===== config.mk =====
export PLATFORM = sky130hd
export DESIGN_NAME = sorted_timer_queue_flat
export DESIGN_NICKNAME = d
export VERILOG_FILES = /design/src/design/stq_pkg.sv /design/src/design/stq_in_if.sv /design/src/design/stq_out_if.sv /design/src/design/stq_ctrl.sv /design/src/design/stq_dp.sv /design/src/design/sorted_timer_queue.sv /design/src/flat_wrapper.sv
export SDC_FILE = /design/constraint.sdc
export NUM_CORES = 2
export LEC_CHECK = 0
export BUFFER_PORTS_ARGS = -buffer_cell sky130_fd_sc_hd__buf_2
export CAP_MARGIN = 15
export CORE_ASPECT_RATIO = 0.5
export CORE_UTILIZATION = 55
export CTS_CLUSTER_SIZE = 25
export DETAILED_ROUTE_END_ITERATION = 12
export PLACE_DENSITY = 0.71
export SLEW_MARGIN = 0
export SYNTH_ARGS = -nofsm -noshare
export SYNTH_HDL_FRONTEND = slang
export SYNTH_SLANG_ARGS = --single-unit

===== constraint.sdc =====
create_clock -name clk -period 21.1 [get_ports clk]
set_clock_uncertainty 0.1 [all_clocks]
set_input_delay 4.22 -clock clk [delete_from_list [all_inputs] [get_ports clk]]
set_output_delay 4.22 -clock clk [all_outputs]
set_load 0.02 [all_outputs]

===== src/design/stq_pkg.sv =====
// shared types, constants and controller/datapath link structs for the timer queue
package stq_pkg;

	localparam int ID_W           = 4;
	localparam int ID_COUNT       = 16;
	localparam int DELAY_W        = 31;
	localparam int TIME_W         = 32;
	localparam int NUM_TIMERS_DEF = 16;

	// item modes
	typedef enum logic [1:0] {
		MODE_TICK = 2'd0,
		MODE_ADD  = 2'd1,
		MODE_DEL  = 2'd2,
		MODE_NONE = 2'd3
	} mode_t;

	// status codes
	localparam logic STATUS_OK          = 1'b0;
	localparam logic STATUS_NOT_PENDING = 1'b1;

	// wait reported when no timer is pending
	localparam logic signed [TIME_W-1:0] WAIT_EMPTY = -32'sd1;

	// controller to datapath commands
	typedef struct packed {
		logic capture;
		logic scan_clr;
		logic scan_inc;
		logic remove;
		logic insert;
		logic pop;
		logic load_fire;
		logic load_final;
		logic load_resp;
	} stq_cmd_t;

	// datapath to controller status
	typedef struct packed {
		mode_t mode;
		logic  id_ok;
		logic  armed_hit;
		logic  match;
		logic  ins_here;
		logic  head_due;
		logic  out_free;
	} stq_stat_t;

endpackage


===== src/design/stq_in_if.sv =====
// input channel: one item per valid/ready handshake
interface stq_in_if import stq_pkg::*; ();
	logic               valid;
	logic               ready;
	logic [1:0]         mode;
	logic [ID_W-1:0]    timer_id;
	logic [DELAY_W-1:0] delay_ms;
	logic [TIME_W-1:0]  now_ms;

	modport source (output valid, mode, timer_id, delay_ms, now_ms, input ready);
	modport sink   (input valid, mode, timer_id, delay_ms, now_ms, output ready);
endinterface


===== src/design/stq_out_if.sv =====
// result channel: one item per valid/ready handshake
interface stq_out_if import stq_pkg::*; ();
	logic                     valid;
	logic                     ready;
	logic [ID_W-1:0]          expired_id;
	logic                     fired;
	logic signed [TIME_W-1:0] next_wait_ms;
	logic                     status;
	logic                     last;

	modport source (output valid, expired_id, fired, next_wait_ms, status, last, input ready);
	modport sink   (input valid, expired_id, fired, next_wait_ms, status, last, output ready);
endinterface


===== src/design/stq_ctrl.sv =====
// controller state machine: sequences scans, queue updates and result loads
module stq_ctrl import stq_pkg::*; (
	input  logic      clk,
	input  logic      arst_n,
	input  logic      in_valid,
	output logic      in_ready,
	input  stq_stat_t stat,
	output stq_cmd_t  cmd
);

	typedef enum logic [2:0] {
		ST_IDLE,
		ST_DECODE,
		ST_REMOVE,
		ST_INSERT,
		ST_TICK,
		ST_RESP
	} state_t;

	state_t state_q;
	state_t state_nx;

	// next state and commands
	always_comb begin
		state_nx = state_q;
		cmd      = '0;
		in_ready = 1'b0;
		unique case (state_q)
			ST_IDLE: begin
				in_ready = 1'b1;
				if (in_valid) begin
					cmd.capture = 1'b1;
					state_nx    = ST_DECODE;
				end
			end
			ST_DECODE: begin
				cmd.scan_clr = 1'b1;
				unique case (stat.mode)
					MODE_TICK: state_nx = ST_TICK;
					MODE_ADD: begin
						if (!stat.id_ok)
							state_nx = ST_RESP;
						else if (stat.armed_hit)
							state_nx = ST_REMOVE;
						else
							state_nx = ST_INSERT;
					end
					MODE_DEL:  state_nx = stat.armed_hit ? ST_REMOVE : ST_RESP;
					MODE_NONE: state_nx = ST_RESP;
					default:   state_nx = ST_RESP;
				endcase
			end
			ST_REMOVE: begin
				if (stat.match) begin
					cmd.remove   = 1'b1;
					cmd.scan_clr = 1'b1;
					state_nx     = (stat.mode == MODE_ADD) ? ST_INSERT : ST_RESP;
				end else begin
					cmd.scan_inc = 1'b1;
				end
			end
			ST_INSERT: begin
				if (stat.ins_here) begin
					cmd.insert = 1'b1;
					state_nx   = ST_RESP;
				end else begin
					cmd.scan_inc = 1'b1;
				end
			end
			ST_TICK: begin
				if (stat.out_free) begin
					if (stat.head_due) begin
						cmd.load_fire = 1'b1;
						cmd.pop       = 1'b1;
					end else begin
						cmd.load_final = 1'b1;
						state_nx       = ST_IDLE;
					end
				end
			end
			ST_RESP: begin
				if (stat.out_free) begin
					cmd.load_resp = 1'b1;
					state_nx      = ST_IDLE;
				end
			end
			default: state_nx = ST_IDLE;
		endcase
	end

	// state register
	always_ff @(posedge clk or negedge arst_n) begin
		if (!arst_n) begin
			state_q <= ST_IDLE;
		end else begin
			state_q <= state_nx;
		end
	end

	// a removal scan only runs for a timer that is pending
	a_remove_armed: assert property (@(posedge clk) disable iff (!arst_n)
		(state_q == ST_DECODE && state_nx == ST_REMOVE) |-> stat.armed_hit)
		else $error("removal scan started for a timer that is not pending");

	// an item taken while idle moves on to decode
	a_accept_idle: assert property (@(posedge clk) disable iff (!arst_n)
		cmd.capture |=> (state_q == ST_DECODE))
		else $error("accepted item did not move to decode");

	// a popped head always goes out as a fired result
	a_pop_loads: assert property (@(posedge clk) disable iff (!arst_n)
		cmd.pop |-> (cmd.load_fire && state_q == ST_TICK))
		else $error("queue head popped outside a tick");

endmodule


===== src/design/stq_dp.sv =====
// datapath: sorted queue of ids and deadlines, armed flags, scan pointer, result register
module stq_dp import stq_pkg::*; #(
	parameter int NUM_TIMERS = NUM_TIMERS_DEF
) (
	input  logic                     clk,
	input  logic                     arst_n,
	input  stq_cmd_t                 cmd,
	output stq_stat_t                stat,
	input  logic [1:0]               mode,
	input  logic [ID_W-1:0]          timer_id,
	input  logic [DELAY_W-1:0]       delay_ms,
	input  logic [TIME_W-1:0]        now_ms,
	output logic                     out_valid,
	input  logic                     out_ready,
	output logic [ID_W-1:0]          expired_id,
	output logic                     fired,
	output logic signed [TIME_W-1:0] next_wait_ms,
	output logic                     status,
	output logic                     last
);

	// queue holds at most one entry per usable id
	localparam int QDEPTH = (NUM_TIMERS < ID_COUNT) ? NUM_TIMERS : ID_COUNT;
	localparam int QIDX_W = (QDEPTH > 1) ? $clog2(QDEPTH) : 1;
	localparam int CNT_W  = $clog2(QDEPTH + 1);

	// wrap-aware: a is strictly after b
	function automatic logic later_than(logic [TIME_W-1:0] a, logic [TIME_W-1:0] b);
		logic [TIME_W-1:0] d;
		d = a - b;
		return (d != '0) && !d[TIME_W-1];
	endfunction

	logic [ID_W-1:0]   q_id_q [QDEPTH];
	logic [TIME_W-1:0] q_dl_q [QDEPTH];
	logic [CNT_W-1:0]  count_q;
	logic [CNT_W-1:0]  scan_q;
	logic [ID_COUNT-1:0] armed_q;

	mode_t             mode_q;
	logic [ID_W-1:0]   id_q;
	logic [TIME_W-1:0] when_q;
	logic [TIME_W-1:0] now_q;
	logic              st_q;
	logic              id_ok_q;

	logic                     out_valid_q;
	logic [ID_W-1:0]          out_id_q;
	logic                     out_fired_q;
	logic signed [TIME_W-1:0] out_wait_q;
	logic                     out_status_q;
	logic                     out_last_q;

	logic              id_ok_in;
	logic [QIDX_W-1:0] sel;
	logic [ID_W-1:0]   scan_id;
	logic [TIME_W-1:0] scan_dl;
	logic [CNT_W-1:0]  rm_pos;
	logic [TIME_W-1:0] head_diff;
	logic [TIME_W-1:0] wait_val;
	logic              out_free;

	// entry under the scan pointer
	assign id_ok_in = 32'(timer_id) < NUM_TIMERS;
	assign sel      = (scan_q < CNT_W'(QDEPTH)) ? scan_q[QIDX_W-1:0] : '0;
	assign scan_id  = q_id_q[sel];
	assign scan_dl  = q_dl_q[sel];
	assign rm_pos   = cmd.pop ? '0 : scan_q;

	// wait until the head deadline, clipped at zero, or WAIT_EMPTY when the queue is empty
	assign head_diff = q_dl_q[0] - now_q;
	assign wait_val  = (count_q == '0) ? WAIT_EMPTY :
		(head_diff[TIME_W-1] ? '0 : head_diff);

	assign out_free = !out_valid_q || out_ready;

	// status to the controller
	always_comb begin
		stat.mode      = mode_q;
		stat.id_ok     = id_ok_q;
		stat.armed_hit = id_ok_q && armed_q[id_q];
		stat.match     = scan_id == id_q;
		stat.ins_here  = (scan_q == count_q) || later_than(scan_dl, when_q);
		stat.head_due  = (count_q != '0) && !later_than(q_dl_q[0], now_q);
		stat.out_free  = out_free;
	end

	// captured item
	always_ff @(posedge clk) begin
		if (cmd.capture) begin
			mode_q  <= mode_t'(mode);
			id_q    <= timer_id;
			id_ok_q <= id_ok_in;
			now_q   <= now_ms;
			when_q  <= now_ms + TIME_W'(delay_ms);
			st_q    <= (mode_t'(mode) == MODE_DEL && !(id_ok_in && armed_q[timer_id])) ?
				STATUS_NOT_PENDING : STATUS_OK;
		end
	end

	// queue entries: close the gap on removal, open one on insertion
	always_ff @(posedge clk) begin
		for (int j = 0; j < QDEPTH; j++) begin
			if (cmd.remove || cmd.pop) begin
				if (CNT_W'(j) >= rm_pos && j < QDEPTH - 1) begin
					q_id_q[j] <= q_id_q[(j + 1) % QDEPTH];
					q_dl_q[j] <= q_dl_q[(j + 1) % QDEPTH];
				end
			end else if (cmd.insert) begin
				if (CNT_W'(j) == scan_q) begin
					q_id_q[j] <= id_q;
					q_dl_q[j] <= when_q;
				end else if (CNT_W'(j) > scan_q && j > 0) begin
					q_id_q[j] <= q_id_q[(j + QDEPTH - 1) % QDEPTH];
					q_dl_q[j] <= q_dl_q[(j + QDEPTH - 1) % QDEPTH];
				end
			end
		end
	end

	// fill count, armed flags and scan pointer
	always_ff @(posedge clk or negedge arst_n) begin
		if (!arst_n) begin
			count_q <= '0;
			armed_q <= '0;
			scan_q  <= '0;
		end else begin
			if (cmd.remove) begin
				count_q        <= count_q - 1'b1;
				armed_q[id_q]  <= 1'b0;
			end else if (cmd.pop) begin
				count_q           <= count_q - 1'b1;
				armed_q[q_id_q[0]] <= 1'b0;
			end else if (cmd.insert) begin
				count_q       <= count_q + 1'b1;
				armed_q[id_q] <= 1'b1;
			end
			if (cmd.scan_clr)
				scan_q <= '0;
			else if (cmd.scan_inc)
				scan_q <= scan_q + 1'b1;
		end
	end

	// result register
	always_ff @(posedge clk or negedge arst_n) begin
		if (!arst_n) begin
			out_valid_q <= 1'b0;
		end else if (cmd.load_fire || cmd.load_final || cmd.load_resp) begin
			out_valid_q <= 1'b1;
		end else if (out_ready) begin
			out_valid_q <= 1'b0;
		end
	end

	always_ff @(posedge clk) begin
		if (cmd.load_fire) begin
			out_id_q     <= q_id_q[0];
			out_fired_q  <= 1'b1;
			out_wait_q   <= '0;
			out_status_q <= STATUS_OK;
			out_last_q   <= 1'b0;
		end else if (cmd.load_final) begin
			out_id_q     <= '0;
			out_fired_q  <= 1'b0;
			out_wait_q   <= wait_val;
			out_status_q <= STATUS_OK;
			out_last_q   <= 1'b1;
		end else if (cmd.load_resp) begin
			out_id_q     <= '0;
			out_fired_q  <= 1'b0;
			out_wait_q   <= '0;
			out_status_q <= st_q;
			out_last_q   <= 1'b1;
		end
	end

	assign out_valid    = out_valid_q;
	assign expired_id   = out_id_q;
	assign fired        = out_fired_q;
	assign next_wait_ms = out_wait_q;
	assign status       = out_status_q;
	assign last         = out_last_q;

	// fill count stays within the queue
	a_count_range: assert property (@(posedge clk) disable iff (!arst_n)
		count_q <= CNT_W'(QDEPTH))
		else $error("queue fill count beyond depth");

	// one armed flag per queued entry
	a_armed_count: assert property (@(posedge clk) disable iff (!arst_n)
		$countones(armed_q) == 32'(count_q))
		else $error("armed flags disagree with fill count");

	// a result is never loaded over one still waiting
	a_no_overwrite: assert property (@(posedge clk) disable iff (!arst_n)
		(cmd.load_fire || cmd.load_final || cmd.load_resp) |-> out_free)
		else $error("result register overwritten");

	// a removed timer is no longer pending
	a_remove_clears: assert property (@(posedge clk) disable iff (!arst_n)
		cmd.remove |=> !armed_q[$past(id_q)])
		else $error("removed timer still armed");

endmodule


===== src/design/sorted_timer_queue.sv =====
// top level of the sorted one-shot timer queue
//
// Channels: request (sink) takes items with mode, timer_id, delay_ms and now_ms;
// result (source) gives expired_id, fired, next_wait_ms, status and last.
// Both use valid/ready; an item moves when both are high at a clock edge.
// Add and delete give one result each; a tick gives one fired result per
// expired timer, in deadline order, then a final result with next_wait_ms.
// Timing: one item is worked on at a time. The controller takes the item,
// then decodes it. A delete or rearm scans the queue one entry per cycle to
// find the id, and an add scans one entry per cycle for its slot; then the
// result is loaded. A tick loads one result per cycle while the receiver keeps
// up, and pauses whenever the result register is still full.
// The single result register lets the next item be taken while the last
// result of the previous one still waits. When the receiver stalls, the block
// holds its result and pauses the sequence until it is taken.
// Reset clears all pending timers and the result valid flag; no clearing pass.
module sorted_timer_queue import stq_pkg::*; #(
	parameter int NUM_TIMERS = NUM_TIMERS_DEF
) (
	input logic       clk,
	input logic       arst_n,
	stq_in_if.sink    request,
	stq_out_if.source result
);

	stq_cmd_t  cmd;
	stq_stat_t stat;
	logic      in_ready;

	assign request.ready = in_ready;

	// sequencing
	stq_ctrl u_ctrl (
		.clk      (clk),
		.arst_n   (arst_n),
		.in_valid (request.valid),
		.in_ready (in_ready),
		.stat     (stat),
		.cmd      (cmd)
	);

	// queue storage and result register
	stq_dp #(
		.NUM_TIMERS (NUM_TIMERS)
	) u_dp (
		.clk          (clk),
		.arst_n       (arst_n),
		.cmd          (cmd),
		.stat         (stat),
		.mode         (request.mode),
		.timer_id     (request.timer_id),
		.delay_ms     (request.delay_ms),
		.now_ms       (request.now_ms),
		.out_valid    (result.valid),
		.out_ready    (result.ready),
		.expired_id   (result.expired_id),
		.fired        (result.fired),
		.next_wait_ms (result.next_wait_ms),
		.status       (result.status),
		.last         (result.last)
	);

endmodule


===== src/flat_wrapper.sv =====
// flat-port wrapper written by rule: the top's interface ports become plain ports
module sorted_timer_queue_flat import stq_pkg::*;
#(
	parameter int NUM_TIMERS = NUM_TIMERS_DEF
)
  (clk, arst_n, request_valid, request_mode, request_timer_id, request_delay_ms, request_now_ms, request_ready, result_valid, result_expired_id, result_fired, result_next_wait_ms, result_status, result_last, result_ready);
  stq_in_if request_i ();
  stq_out_if result_i ();
  input logic clk;
  input logic arst_n;
  input wire logic [$bits(request_i.valid)-1:0] request_valid;
  input wire logic [$bits(request_i.mode)-1:0] request_mode;
  input wire logic [$bits(request_i.timer_id)-1:0] request_timer_id;
  input wire logic [$bits(request_i.delay_ms)-1:0] request_delay_ms;
  input wire logic [$bits(request_i.now_ms)-1:0] request_now_ms;
  output wire logic [$bits(request_i.ready)-1:0] request_ready;
  output wire logic [$bits(result_i.valid)-1:0] result_valid;
  output wire logic [$bits(result_i.expired_id)-1:0] result_expired_id;
  output wire logic [$bits(result_i.fired)-1:0] result_fired;
  output wire logic [$bits(result_i.next_wait_ms)-1:0] result_next_wait_ms;
  output wire logic [$bits(result_i.status)-1:0] result_status;
  output wire logic [$bits(result_i.last)-1:0] result_last;
  input wire logic [$bits(result_i.ready)-1:0] result_ready;
  assign request_i.valid = request_valid;
  assign request_i.mode = request_mode;
  assign request_i.timer_id = request_timer_id;
  assign request_i.delay_ms = request_delay_ms;
  assign request_i.now_ms = request_now_ms;
  assign request_ready = request_i.ready;
  assign result_valid = result_i.valid;
  assign result_expired_id = result_i.expired_id;
  assign result_fired = result_i.fired;
  assign result_next_wait_ms = result_i.next_wait_ms;
  assign result_status = result_i.status;
  assign result_last = result_i.last;
  assign result_i.ready = result_ready;
  sorted_timer_queue #(.NUM_TIMERS(NUM_TIMERS)) u_core (.clk(clk), .arst_n(arst_n), .request(request_i), .result(result_i));
endmodule

==> results_dict.tcl <==
set metrics [dict create \
    power.leakage_uw 0.0204 \
    root_buffer "clkbuf_16" \
    power_switching_share_pct 46.2 \
    p_clk_share_pct 16.8 \
    die_x_um 415 \
    grt_first_pass_wirelength_mm 238 \
    setup_viol_count_final 0 \
    hold_ws_ps 352 \
    relSlewSlack_pct 21.9 \
    crit_type "flop to flop" \
    dieArea_mm2 0.0867 \
    ys.flop_type "edfxtp_1" \
    hold_path.class "flop to flop" \
    place_congestion 0.993 \
    status "finished clean" \
    core_area_mm2 0.0842 \
    drive_above_1_share_pct 11.6 \
    async_flop_share_pct 4.19 \
    netlist_area_mm2 0.0470 \
    finalMaxSlewViolations 0 \
    max_freq_mhz 102 \
    combPwrFrac_pct 48.7 \
    start_util_pct 55.8 \
    cts_buffer_depth 3 \
    synth.yosys.seq_area_share_pct 44.7 \
    critPathRequiredTime_ps 21360 \
    yosys_register_bits 716 \
    via_count 40421 \
    final_cells 5853 \
    finalCritPeriodShare_pct 46.4 \
    placed_cells 5726 \
    critPathLaunchType "flop" \
    cts_resized 0 \
    cts_num_sinks 716 \
    areaGrowthSynthToFinish_pct 6.92 \
    synth_edf_count 651 \
    tightest_slew_ps 1160 \
    ir_drop_v 0.0000870 \
    ant_nets 0 \
    min_period_ps 9800 \
    yosysWarnings 0 \
    p_per_area_mw_per_mm2 154 \
    grt_start_max_net_pins 128 \
    clock_latency_ps 680 \
    die_h_um 209 \
    hold_viol 0 \
    intPower_uw 4180 \
    rsz0062_at_grt "false" \
    rows 75 \
    switchingPower_uw 3580 \
    cap_violations 0 \
    final.setup.tns_ps 0 \
    ys_types 103 \
    routed_wirelength_mm 160 \
    grtUsageTotal_pct 35.9 \
    power_uw 7760 \
    cts_hold_buf 0 \
    wire_per_inst_um 27.4 \
    syn_inst 4800 \
    grt_overflow_total 0 \
    antenna_found_initial 11 \
    io_pins 114 \
    post-cts-setup-buffers 0 \
    port_buffers 113 \
    nNetsFinal 4856 \
    worstPathArrival_ps 10060 \
    worstSetupEndpointType "flop" \
    viasPerCell 6.91 \
    place_area_mm2 0.0480 \
    cts_tree "yes" \
    postLayoutCellArea_mm2 0.0502 \
    htreeDepth 3 \
    drc 0 \
    drt_iter0_markers 6239 \
    power_frac_seq_pct 34.5 \
    dr.pass1.iters 7 \
    critPathMaxFanout 73 \
    syn_nets 4974 \
    grt_pass1_vias 37046 \
    clk_pin_slew_ps 70 \
    post-dp-hpwl_mm 110 \
    numCtsBuffers 69 \
    avgSynthCellArea_um2 9.79 \
]
## cells in the mapped netlist (10+ instances only)
| cell type | n | area (um^2) |
|---|---|---|
| or3_1 | 14 | 87.6 |
| a211o_1 | 21 | 184 |
| o21a_1 | 11 | 82.6 |
| o211ai_1 | 13 | 97.6 |
| o21ai_1 | 64 | 320 |
| buf_2 | 80 | 400 |
| dfrtp_1 | 30 | 751 |
| edfxtp_1 | 651 | 19500 |
| mux2_1 | 29 | 327 |
| a21oi_1 | 544 | 2720 |
| a221oi_1 | 40 | 350 |
| o31ai_1 | 11 | 82.6 |
| nand3_1 | 190 | 951 |
| a21o_1 | 36 | 270 |
| a31oi_1 | 48 | 300 |
| xnor2_1 | 47 | 412 |
| ha_1 | 98 | 1230 |
| mux4_2 | 10 | 225 |
| o21ai_0 | 212 | 1060 |
| buf_6 | 14 | 158 |
| o221ai_1 | 32 | 280 |
| mux2i_1 | 513 | 5130 |
| xor2_1 | 28 | 245 |
| o21bai_1 | 16 | 120 |
| mux2_2 | 132 | 1490 |
| and2_1 | 13 | 81.3 |
| and3_1 | 20 | 125 |
| clkbuf_1 | 238 | 893 |
| inv_1 | 139 | 522 |
| dfxtp_1 | 35 | 701 |
| nor3_1 | 36 | 180 |
| o22ai_1 | 130 | 813 |
| nor2b_1 | 25 | 156 |
| a211oi_1 | 50 | 375 |
| a21oi_2 | 10 | 87.6 |
| nand3b_1 | 37 | 278 |
| nor2_1 | 347 | 1300 |
| buf_4 | 29 | 218 |
| nand2b_1 | 29 | 181 |
| nand4_1 | 30 | 188 |
| buf_1 | 33 | 124 |
| nand2_1 | 525 | 1970 |
| o211a_1 | 17 | 170 |
## per-stage QoR
| stage | setup slack, ps | util [%] |
|---|---|---|
| finish | 11300 | 59.7 |
| detailed placement | 11600 | 57.0 |
| floorplan | 10840 | - |
| CTS | 11560 | 59.7 |
| global route | 11070 | 59.7 |
| global placement | 11740 | 57.0 |
## path summary, 6_finish.rpt
path / start / to / slack, ps / depth (start not counted)
setup / recovery: u_core.u_dp.scan_q[0] / u_core.u_dp.q_dl_q[13][4] / 11300 / 24
hold / removal: u_core.u_dp.next_wait_ms[0] / u_core.u_dp.next_wait_ms[0] / 350 / 2
setup reg to reg: u_core.u_dp.scan_q[0] / u_core.u_dp.q_dl_q[13][4] / 11300 / 24
hold reg to reg: u_core.u_dp.next_wait_ms[0] / u_core.u_dp.next_wait_ms[0] / 350 / 2
max in group asynchronous: arst_n / u_core.u_dp.scan_q[0] / 16780 / 1
min in group asynchronous: arst_n / u_core.u_dp.armed_q[13] / 3520 / 1
## state kept, by name, summed over array words and instances, names as in the netlist
register                  flops
u_core.u_dp.expired_id        4
u_core.u_dp.when_q           32
u_core.u_dp.last              1
u_core.u_dp.q_id_q           64
u_core.u_ctrl.state_q         3
u_core.u_dp.mode_q            2
u_core.u_dp.now_q            32
u_core.u_dp.fired             1
u_core.u_dp.st_q              1
u_core.u_dp.count_q           5
u_core.u_dp.next_wait_ms     32
u_core.u_dp.status            1
u_core.u_dp.q_dl_q          512
u_core.u_dp.scan_q            5
u_core.u_dp.id_q              4
u_core.u_dp.armed_q          16
u_core.u_dp.out_valid         1
## layer usage
layer / track usage [%] / wire, um / vias to the layer above
met5: 0.984 / 227 / -
met4: 9.76 / 4550 / 16
met3: 14.1 / 25500 / 390
met2: 49.8 / 64600 / 2887
met1: 51.6 / 65500 / 19480
li1: - / - / 17648
## layout make-up
cell class	count	area, um^2
fill	6952	33900
multi-input combinational	3537	23700
sequential	716	21000
clock buffer	87	1880
timing repair buffer	219	1400
tap	1116	1400
inverter	139	523
clock inverter	37	365
antenna	2	5.00
## power groups by stage
stage / registers, uW / clock network (uW) / logic, uW
after CTS: 2640 / 1300 / 3650
after global routing: 2700 / 1350 / 4010
final: 2680 / 1300 / 3780
after floorplan: 2530 / 0 / 2490
after global placement: 2650 / 0 / 3590
after detailed placement: 2660 / 0 / 3630
## critical path: stages (launching register included)
cell and delay [ps]:
dfrtp_4 780, buf_4 560, nand2b_4 600, buf_4 660, nand2_1 200, nand2_1 80, a221oi_1 260, nor3_1 70
a31oi_1 230, ha_1 230, inv_1 70, fa_1 450, a211oi_2 330, o21ai_1 150, a21oi_1 270, o21ai_1 180
xor2_1 170, a2111oi_0 560, nand4_1 170, or4_4 590, o21a_1 260, buf_4 300, nand3_4 780, nand3_2 790
buf_4 520
## cells by family (layout without fill, tap and decap cells)
logic type               count (synthesis)  count (layout)  synth area share, %
multiplexers                           684             684                 15.3
flip-flops                             716             716                 44.7
buffers and inverters                  547             482                 5.45
other                                    0               2                    0
adder cells (fa/ha/maj)                101             101                 2.74
XOR/XNOR                                75              75                 1.40
AND/OR/NAND/NOR                       1334            1334                 13.1
AO/OA/AOI/OAI                         1343            1343                 17.4
## placed cells by master (no fill, tap or decap), types with 98 or more instances in the layout
cell / instances
a21oi_1: 544
buf_2: 113
buf_4: 103
edfxtp_1: 651
ha_1: 98
inv_1: 138
mux2_2: 132
mux2i_1: 513
nand2_1: 523
nand3_1: 184
nor2_1: 344
o21ai_0: 210
o22ai_1: 130
(Power assumes the default switching activity.)
